==> src/hw/rtl/smm_pkg.sv <==
// Shared types and constants for the square matrix multiply core.
`default_nettype none

package smm_pkg;

  localparam int DefaultMaxDim = 8;

  localparam int CmdW    = 2;
  localparam int IdxPortW = 3;
  localparam int ElemW   = 16;
  localparam int ProdW   = 2 * ElemW;
  localparam int AccW    = 35;
  localparam int SizeW   = 4;
  localparam int InDataW  = 24;
  localparam int OutDataW = 48;

  localparam logic [CmdW-1:0] CMD_LOAD_A  = 2'd0;
  localparam logic [CmdW-1:0] CMD_LOAD_B  = 2'd1;
  localparam logic [CmdW-1:0] CMD_COMPUTE = 2'd2;

  localparam logic [SizeW-1:0] SizeReset = 4'd4;

  typedef struct packed {
    logic valid;
    logic first;
    logic last;
  } smm_mac_ctrl_t;

endpackage

`default_nettype wire

==> src/hw/rtl/smm_matrix_store.sv <==
// Storage for the left and right operand matrices, one write and one read port each.
`default_nettype none

module smm_matrix_store
  import smm_pkg::*;
#(
  parameter int MAX_DIM = DefaultMaxDim,
  localparam int Depth = MAX_DIM * MAX_DIM,
  localparam int AddrW = (Depth > 1) ? $clog2(Depth) : 1
) (
  input  wire logic                    clk,
  input  wire logic                    we_left,
  input  wire logic                    we_right,
  input  wire logic [AddrW-1:0]        waddr,
  input  wire logic signed [ElemW-1:0] wdata,
  input  wire logic [AddrW-1:0]        raddr_left,
  input  wire logic [AddrW-1:0]        raddr_right,
  output logic signed [ElemW-1:0]      rdata_left,
  output logic signed [ElemW-1:0]      rdata_right
);

  logic signed [ElemW-1:0] left_mem  [Depth];
  logic signed [ElemW-1:0] right_mem [Depth];

  always_ff @(posedge clk) begin
    if (we_left) begin
      left_mem[waddr] <= wdata;
    end
    rdata_left <= left_mem[raddr_left];
  end

  always_ff @(posedge clk) begin
    if (we_right) begin
      right_mem[waddr] <= wdata;
    end
    rdata_right <= right_mem[raddr_right];
  end

endmodule

`default_nettype wire

==> src/hw/rtl/smm_mac.sv <==
// Shared multiply-accumulate unit: one registered product and one full-width accumulator.
`default_nettype none

module smm_mac
  import smm_pkg::*;
(
  input  wire logic                    clk,
  input  wire logic                    rst,
  input  wire smm_mac_ctrl_t           ctrl,
  input  wire logic signed [ElemW-1:0] op_a,
  input  wire logic signed [ElemW-1:0] op_b,
  output logic signed [AccW-1:0]       acc,
  output logic                         done
);

  logic signed [ProdW-1:0] prod;
  logic                    prod_valid;
  logic                    prod_first;
  logic                    prod_last;
  logic signed [AccW-1:0]  prod_ext;

  assign prod_ext = {{(AccW - ProdW){prod[ProdW-1]}}, prod};

  always_ff @(posedge clk) begin
    prod <= op_a * op_b;
    if (rst) begin
      prod_valid <= 1'b0;
      prod_first <= 1'b0;
      prod_last  <= 1'b0;
      done       <= 1'b0;
    end else begin
      prod_valid <= ctrl.valid;
      prod_first <= ctrl.first;
      prod_last  <= ctrl.last;
      done       <= prod_valid && prod_last;
    end
    if (prod_valid) begin
      acc <= prod_first ? prod_ext : acc + prod_ext;
    end
  end

endmodule

`default_nettype wire

==> src/hw/rtl/square_matrix_multiply_core.sv <==
// Top level of the square matrix multiply core: stream ports, sequencer and datapath.
//
// Load items and unused commands are taken while idle and leave the core idle. A
// compute item runs one multiply-accumulate per cycle, while it issues operand
// reads, through a single shared multiplier; each product entry takes n operand
// reads, then the memory read, multiply and accumulate, then an output transfer,
// and a run is held while the output stalls. The input side is not ready in a run.
`default_nettype none

module square_matrix_multiply_core
  import smm_pkg::*;
#(
  parameter int MAX_DIM = DefaultMaxDim
) (
  input  wire logic                 clk,
  input  wire logic                 rst,
  input  wire logic                 cfg_wr_en,
  input  wire logic [SizeW-1:0]     cfg_wr_data,   // active_size
  input  wire logic                 s_axis_tvalid,
  output logic                      s_axis_tready,
  input  wire logic [InDataW-1:0]   s_axis_tdata,  // row_index, col_index, element_value
  input  wire logic [CmdW-1:0]      s_axis_tuser,  // cmd
  output logic                      m_axis_tvalid,
  input  wire logic                 m_axis_tready,
  output logic [OutDataW-1:0]       m_axis_tdata,  // out_row, out_col, product_value
  output logic                      m_axis_tlast   // last_of_run
);

  localparam int Depth = MAX_DIM * MAX_DIM;
  localparam int AddrW = (Depth > 1) ? $clog2(Depth) : 1;
  localparam int IdxW  = (MAX_DIM > 1) ? $clog2(MAX_DIM) : 1;

  typedef enum logic [1:0] {
    S_IDLE,
    S_ISSUE,
    S_DRAIN,
    S_EMIT
  } state_t;

  state_t               state;
  logic [SizeW-1:0]     active_size;
  logic [IdxW-1:0]      n_last;
  logic [IdxW-1:0]      n_last_next;
  logic [IdxW-1:0]      row_cnt;
  logic [IdxW-1:0]      col_cnt;
  logic [IdxW-1:0]      k_cnt;
  smm_mac_ctrl_t        rd_ctrl;

  logic [IdxPortW-1:0]     in_row;
  logic [IdxPortW-1:0]     in_col;
  logic signed [ElemW-1:0] in_value;
  logic                    in_fire;
  logic                    in_range;
  logic                    we_left;
  logic                    we_right;
  logic [AddrW-1:0]        waddr;
  logic [AddrW-1:0]        raddr_left;
  logic [AddrW-1:0]        raddr_right;
  logic signed [ElemW-1:0] rdata_left;
  logic signed [ElemW-1:0] rdata_right;
  logic signed [AccW-1:0]  acc;
  logic                    mac_done;
  logic                    entry_last;
  logic                    out_fire;

  assign in_row   = s_axis_tdata[IdxPortW-1:0];
  assign in_col   = s_axis_tdata[2*IdxPortW-1:IdxPortW];
  assign in_value = s_axis_tdata[2*IdxPortW+ElemW-1:2*IdxPortW];

  assign s_axis_tready = (state == S_IDLE);
  assign in_fire       = s_axis_tvalid && s_axis_tready;
  assign in_range      = (32'(in_row) < MAX_DIM) && (32'(in_col) < MAX_DIM);
  assign we_left       = in_fire && in_range && (s_axis_tuser == CMD_LOAD_A);
  assign we_right      = in_fire && in_range && (s_axis_tuser == CMD_LOAD_B);
  assign waddr         = AddrW'(32'(in_row) * MAX_DIM + 32'(in_col));
  assign raddr_left    = AddrW'(32'(row_cnt) * MAX_DIM + 32'(k_cnt));
  assign raddr_right   = AddrW'(32'(k_cnt) * MAX_DIM + 32'(col_cnt));

  always_comb begin
    if (active_size == '0) begin
      n_last_next = '0;
    end else if (32'(active_size) > MAX_DIM) begin
      n_last_next = IdxW'(MAX_DIM - 1);
    end else begin
      n_last_next = IdxW'(active_size - 4'd1);
    end
  end

  assign entry_last = (row_cnt == n_last) && (col_cnt == n_last);
  assign out_fire   = m_axis_tvalid && m_axis_tready;

  always_ff @(posedge clk) begin
    if (rst) begin
      active_size <= SizeReset;
    end else if (cfg_wr_en) begin
      active_size <= cfg_wr_data;
    end
  end

  always_ff @(posedge clk) begin
    if (rst) begin
      state   <= S_IDLE;
      rd_ctrl <= '0;
      row_cnt <= '0;
      col_cnt <= '0;
      k_cnt   <= '0;
      n_last  <= '0;
    end else begin
      case (state)
        S_IDLE: begin
          rd_ctrl <= '0;
          if (in_fire && (s_axis_tuser == CMD_COMPUTE)) begin
            n_last  <= n_last_next;
            row_cnt <= '0;
            col_cnt <= '0;
            k_cnt   <= '0;
            state   <= S_ISSUE;
          end
        end
        S_ISSUE: begin
          rd_ctrl <= '{valid: 1'b1, first: (k_cnt == '0), last: (k_cnt == n_last)};
          if (k_cnt == n_last) begin
            k_cnt <= '0;
            state <= S_DRAIN;
          end else begin
            k_cnt <= k_cnt + 1'b1;
          end
        end
        S_DRAIN: begin
          rd_ctrl <= '0;
          if (mac_done) begin
            state <= S_EMIT;
          end
        end
        S_EMIT: begin
          rd_ctrl <= '0;
          if (out_fire) begin
            if (entry_last) begin
              state <= S_IDLE;
            end else begin
              state <= S_ISSUE;
              if (col_cnt == n_last) begin
                col_cnt <= '0;
                row_cnt <= row_cnt + 1'b1;
              end else begin
                col_cnt <= col_cnt + 1'b1;
              end
            end
          end
        end
        default: begin
          rd_ctrl <= '0;
          state   <= S_IDLE;
        end
      endcase
    end
  end

  assign m_axis_tvalid = (state == S_EMIT);
  assign m_axis_tlast  = entry_last;
  assign m_axis_tdata  = {(OutDataW - AccW - 2 * IdxPortW)'(0), acc,
                          IdxPortW'(col_cnt), IdxPortW'(row_cnt)};

  smm_matrix_store #(
    .MAX_DIM(MAX_DIM)
  ) u_store (
    .clk         (clk),
    .we_left     (we_left),
    .we_right    (we_right),
    .waddr       (waddr),
    .wdata       (in_value),
    .raddr_left  (raddr_left),
    .raddr_right (raddr_right),
    .rdata_left  (rdata_left),
    .rdata_right (rdata_right)
  );

  smm_mac u_mac (
    .clk  (clk),
    .rst  (rst),
    .ctrl (rd_ctrl),
    .op_a (rdata_left),
    .op_b (rdata_right),
    .acc  (acc),
    .done (mac_done)
  );

endmodule

`default_nettype wire

==> config.mk <==
export PLATFORM = sky130hd
export DESIGN_NAME = square_matrix_multiply_core
export DESIGN_NICKNAME = d
export VERILOG_FILES = /design/src/hw/rtl/smm_pkg.sv /design/src/hw/rtl/smm_matrix_store.sv /design/src/hw/rtl/smm_mac.sv /design/src/hw/rtl/square_matrix_multiply_core.sv
export SDC_FILE = /design/constraint.sdc
export NUM_CORES = 2
export LEC_CHECK = 0
export ABC_AREA = 1
export BUFFER_PORTS_ARGS = -buffer_cell sky130_fd_sc_hd__buf_4
export CAP_MARGIN = 30
export CORE_MARGIN = 4
export CORE_UTILIZATION = 50
export CTS_CLUSTER_DIAMETER = 60
export DETAILED_ROUTE_END_ITERATION = 10
export PLACE_DENSITY = 0.7
export SYNTH_ARGS = -nofsm -noshare
export SYNTH_HDL_FRONTEND = slang
export SYNTH_HIERARCHICAL = 1
export SYNTH_SLANG_ARGS = --single-unit
==> constraint.sdc <==
create_clock -name clk -period 8.2 [get_ports clk]
set_clock_uncertainty 0.05 [all_clocks]
set_input_delay 2.05 -clock clk [delete_from_list [all_inputs] [get_ports clk]]
set_output_delay 2.05 -clock clk [all_outputs]
set_load 0.05 [all_outputs]
After elaboration in Yosys (flattened, before gate mapping)

Memory sizes are Yosys's and may differ from the RTL's. A register that Yosys moved wholly into a read port is not among the register bits.
Index checks and enable logic that the tools add are counted.

Register bits: 92
Latch bits: 0
Memory bits (writable): 2048
Memory bits (read-only): 0
Input bits: 35
Output and inout bits: 51
Word-level logic and storage cells: 85
Memories kept: 2

$add $sub $neg: 8
Multipliers: 1
Divide/modulo/power cells: 0
Order comparisons: 1
Equality and inequality tests: 14
Shift operators: 0
Mux-type cells: 25
Bitwise gates (word level): 0
Reduce and logical (&&, ||, !) cells: 19

Memories:

| name              | depth | width | rd ports | clocked after Yosys merged registers in | write ports | RTL line               | source |
|---|---|---|---|---|---|---|---|
| u_store.left_mem  | 64    | 16    | 1        | 1                                       | 1           | smm_matrix_store.sv:22 | `logic signed [ElemW-1:0] left_mem [Depth];` |
| u_store.right_mem | 64    | 16    | 1        | 1                                       | 1           | smm_matrix_store.sv:23 | `logic signed [ElemW-1:0] right_mem [Depth];` |

Operators with widths:

| operator                                                                 | count |
|---|---|
| 35-bit by 32-bit adder with 35-bit output                                | 1 |
| 35-bit two-way mux                                                       | 1 |
| 16-bit by 16-bit multiplier with 32-bit output                           | 1 |
| 3-bit two-way mux                                                        | 10 |
| 3-bit case mux with 2 select lines                                       | 4 |
| 6-bit by 3-bit adder with 6-bit output                                   | 3 |
| 3-bit by 1-bit adder with 3-bit output (second input constant)           | 3 |
| 3-bit equality test                                                      | 3 |
| 2-bit two-way mux                                                        | 4 |
| 2-bit by 1-bit inequality test with 1-bit output (second input constant) | 4 |
| 2-bit case mux with 4 select lines                                       | 1 |
| 4-bit AND reduction                                                      | 2 |
| 1-bit logical AND                                                        | 7 |
| 2-bit equality test (second input constant)                              | 3 |
| 1-bit two-way mux                                                        | 5 |
| 5-bit AND reduction                                                      | 1 |
| 2-bit by 1-bit equality test with 1-bit output (second input constant)   | 2 |
| 4-bit > comparator (second input constant)                               | 1 |
| 2-bit logical NOT                                                        | 2 |
| 4-bit logical NOT                                                        | 1 |
| 2-bit inequality test (second input constant)                            | 2 |
| 2-bit AND reduction                                                      | 2 |
| 2-bit nonzero test                                                       | 2 |
| 3-bit logical NOT                                                        | 1 |
| 2 further kinds                                                          | 2 |

Depth between registers and ports, before layout

Depth in word-level cells: 5
Depth in mapped cells: 27
Mapped depth without buffers: 25

Hierarchy

The synthesis kept the hierarchy.

By module, submodules not included:

| module                      | times used | cells an instance | area each (µm²) | sequential area each (µm²) |
|---|---|---|---|---|
| smm_matrix_store            | 1          | 7043              | 84273.3         | 62139.6 |
| smm_mac                     | 1          | 2055              | 15287.2         | 1771.7 |
| square_matrix_multiply_core | 1          | 193               | 1280.0          | 420.4 |

Least setup slack after synthesis

Ideal clock, no wire load.

Path type: register to register
Start: register u_store.rdata_right[2] (read register of u_store.right_mem)
End: register u_mac.prod[31]
Library setup time: 0.112 ns
Data arrival time: 5.637 ns
Required time: 8.038 ns
Path slack: 2.401 ns
Cell stages (with the launch flop): 23
Path buffers: 2
Period minus slack after synthesis: 5.799 ns
Path through: dfxtp_1 clkbuf_1 clkbuf_1 nand2_1 fa_1 inv_1 fa_1 fa_1 fa_1 inv_1 fa_1 fa_1 inv_1 ha_1 inv_1 nor3_1 nand2_1 nor3_1 nand2_1 inv_1 nor2_1 nand2_1 nand2_1

Cells in the longest elaborated chain, start to end: 1

RTL lines:

| element                                        | RTL line               | source |
|---|---|---|
| start: declaration                             | smm_matrix_store.sv:19 | `output logic signed [ElemW-1:0] rdata_right` |
| 16-bit by 16-bit multiplier with 32-bit output | smm_mac.sv:25          | `prod <= op_a * op_b;` |
| end signal: assignment                         | smm_mac.sv:25          |  |
| end: declaration                               | smm_mac.sv:16          | `logic signed [ProdW-1:0] prod;` |

Every way passes these cells.
A chain may end at the register's enable or synchronous reset.

Worst setup path after layout

Ends and elaborated chain as after synthesis.

==> flow_metrics.py <==
metrics = {
    "floorplanning": {
        "rows": 164,
        "fp.dieH_microns": 457,
        "start_util_pct": 50.4,
        "dieArea_sq_um": 209000,
        "chipWidth_microns": 457,
        "core_region_area_sq_um": 200000,
        "io_pins": 86,
    },
    "cts": {
        "numCtsBuffers": 214,
        "post_cts_resized": 0,
        "cts_buffer_depth": 3,
        "cts_sinks": 2172,
        "cts_tree": "yes",
        "htree_levels": 4,
        "clock_latency_ns": 0.87,
        "cts_hold_buf": 0,
        "path_clk_slew_ns": 0.07,
        "post-cts-setup-buffers": 0,
        "clockRootBuffer": "clkbuf_16",
    },
    "synthesis": {
        "seq_area_frac_synth_pct": 63.8,
        "synth_common_cells": "nand2_1, edfxtp_1, nand3_1",
        "synthCells": 9291,
        "synth_top_area_share_pct": 62.0,
        "async_flop_share_pct": 0,
        "synth.area.top_cells": "edfxtp_1, nand2_1, nand3_1",
        "synth_warnings": 6,
        "yosysMostFrequentCell": "nand2_1",
        "synth_top_flop_cell": "edfxtp_1",
        "synth_edf_count": 2083,
        "synth.avg_cell_area_sq_um": 10.9,
        "yosysUniqueCellTypes": 50,
        "ys_ff_latch": 2172,
        "syn_area_sq_um": 101000,
        "yosys.area.top_type": "edfxtp_1",
    },
    "critical_path": {
        "rr_worst_depth": 20,
        "cpMostUsedCell": "fa_1",
        "r2r_start": "u_store/rdata_right[2]$_DFF_P_",
        "endpoint_kind": "register",
        "cp_max_fo": 16,
        "worstPathRequired_ns": 8.91,
        "r2r_slack_ns": 1.73,
        "criticalPathCategory": "reg2reg",
        "crit_path_cell_trace": "nand2_1, fa_1, inv_1, fa_1, fa_1, fa_1, inv_1, fa_1, fa_1, inv_1, ha_1, inv_1, nor3_1, nand2_1, nor3_1, nand2_1, inv_1, nor2_1, nand2_1, nand2_1",
        "crit_path_start_kind": "register",
        "worst_path_max_delay_cell": "fa_1",
        "slowest_delay_ns": 0.79,
        "r2r_end": "u_mac/prod[31]$_DFF_P_",
        "arrival_ns": 7.17,
    },
    "min_path": {
        "hp-start": "rd_ctrl[0]$_SDFF_PP0_",
        "min_path_cells": 2,
        "min_path_type": "reg2reg",
        "min_to": "u_mac/prod_last$_SDFF_PP0_",
    },
    "route": {
        "wl_per_cell_microns": 21.9,
        "drt_first_pass_iters": 6,
        "post-route-drc-count": 0,
        "finalWirelength_microns": 265000,
        "via_per_inst": 5.68,
        "vias": 68800,
        "ant_nets": 0,
        "first_iter_violations": 8273,
    },
    "sta": {
        "drv_slew": 0,
        "setup_violations": 0,
        "fin_crit_sh_pct": 78.8,
        "hold_violations": 0,
        "rsz0062_at_grt": "false",
        "worst_pin_slew_ns": 1.15,
        "relSlewSlack_pct": 23.4,
        "period_minus_slack_ns": 6.47,
        "max_freq_mhz": 155,
        "fin_setup_tns_ns": 0,
    },
    "grt": {
        "first_global_vias": 66600,
        "grt_pass1_wl_microns": 400000,
        "gr-total-overflow": 0,
        "grt_max_degree": 225,
        "grt_antenna_before_repair": 9,
        "grtUsageTotal_pct": 24.9,
    },
    "placed_design": {
        "dpl.hpwl_microns": 156000,
        "io_buffers": 76,
        "gp_congestion": 0.928,
    },
    "layout": {
        "layout-drive-gt1-share_pct": 8.57,
        "multi_input_area_sq_um": 31600,
        "fillCellCount": 16300,
        "ff_latch_area_sq_um": 64400,
        "final_nets": 9699,
        "area_delta_synth_final_pct": 10.2,
    },
    "flow_run": {
        "cap_violations": 0,
    },
    "outcome": {
        "outcome": "finished, final reports clean",
    },
}
-- how the worst max path moves through the flow --
stage	start	to	slack, ns	depth (start not counted)
after floorplan	u_store/rdata_right[2]$_DFF_P_	u_mac/prod[31]$_DFF_P_	2.40	22
after global placement	u_store/rdata_right[2]$_DFF_P_	u_mac/prod[31]$_DFF_P_	1.78	20
after detailed placement	u_store/rdata_right[2]$_DFF_P_	u_mac/prod[31]$_DFF_P_	1.71	20
after CTS	u_store/rdata_right[2]$_DFF_P_	u_mac/prod[31]$_DFF_P_	1.74	20
after global routing	u_store/rdata_right[2]$_DFF_P_	u_mac/prod[31]$_DFF_P_	1.46	20
final	u_store/rdata_right[2]$_DFF_P_	u_mac/prod[31]$_DFF_P_	1.73	20
-- through the flow --
stage	instances	hold slack, ns	setup slack, ns	utilization (%)	cell area [sq um]
floorplan	9297	0.338	2.40	-	101000
global placement	11700	0.342	1.78	51.9	104000
detailed placement	11700	0.345	1.71	52.0	104000
CTS	12100	0.348	1.74	55.4	111000
global route	12100	0.368	1.46	55.5	111000
finish	12100	0.349	1.73	55.5	111000
-- cell usage in the layout (no fill, tap or decap), drive strengths merged, types with 89 or more instances in the layout --
master  instances
buf           301
clkbuf        263
clkinv         95
dfxtp          89
edfxtp       2083
fa            263
ha            126
inv           614
nand2        3243
nand3        1814
nor2          163
nor3          127
-- area by class of cell --
class / count / share of cell area (%)
antenna: 7 / 0.0158
clock buffer: 263 / 5.02
clock inverter: 133 / 1.17
inverter: 600 / 2.08
multi-input combinational: 5986 / 28.5
sequential: 2172 / 57.9
tap: 2656 / 2.99
timing repair buffer: 301 / 2.32
-- kinds of logic (layout without fill, tap and decap cells) --
| family | count (synthesis) | count (layout) | synth area share, % |
|---|---|---|---|
| AND/OR/NAND/NOR | 5397 | 5397 | 22.7 |
| other | 1 | 14 | 0.00372 |
| flip-flops | 2172 | 2172 | 63.8 |
| buffers and inverters | 1139 | 1297 | 5.44 |
| adder cells (fa/ha/maj) | 389 | 389 | 6.78 |
| AO/OA/AOI/OAI | 151 | 151 | 0.860 |
| XOR/XNOR | 42 | 42 | 0.372 |
-- metal layers --
metal	wire (microns)	share of wire, %	vias up	track usage, %
met5	13	0.0049	-	0
met2	125000	47	3313	39.5
met1	105000	40	33600	34.1
met3	25100	9.5	470	4.44
met4	9940	3.7	2	10.2
li1	-	-	31400	-
-- registers in the layout, summed over array words and instances (netlist names), 4 cells and up --
register             count
u_mac/prod              32
u_mac/acc               35
u_store/left_mem      1024
active_size              4
u_store/rdata_right     16
u_store/right_mem     1024
u_store/rdata_left      16
-- worst max-delay path, delay by kind of cell (launching register included) --
| family | cells | cell delay, ns |
|---|---|---|
| fa+ha+maj | 7 | 3.94 |
| simple gates | 8 | 1.18 |
| flops | 1 | 0.78 |
| buf+inv | 5 | 0.40 |
Power is left out: the tool's default activity adds up to more than one toggle a clock period on the data nets, which glitch-free logic cannot reach.
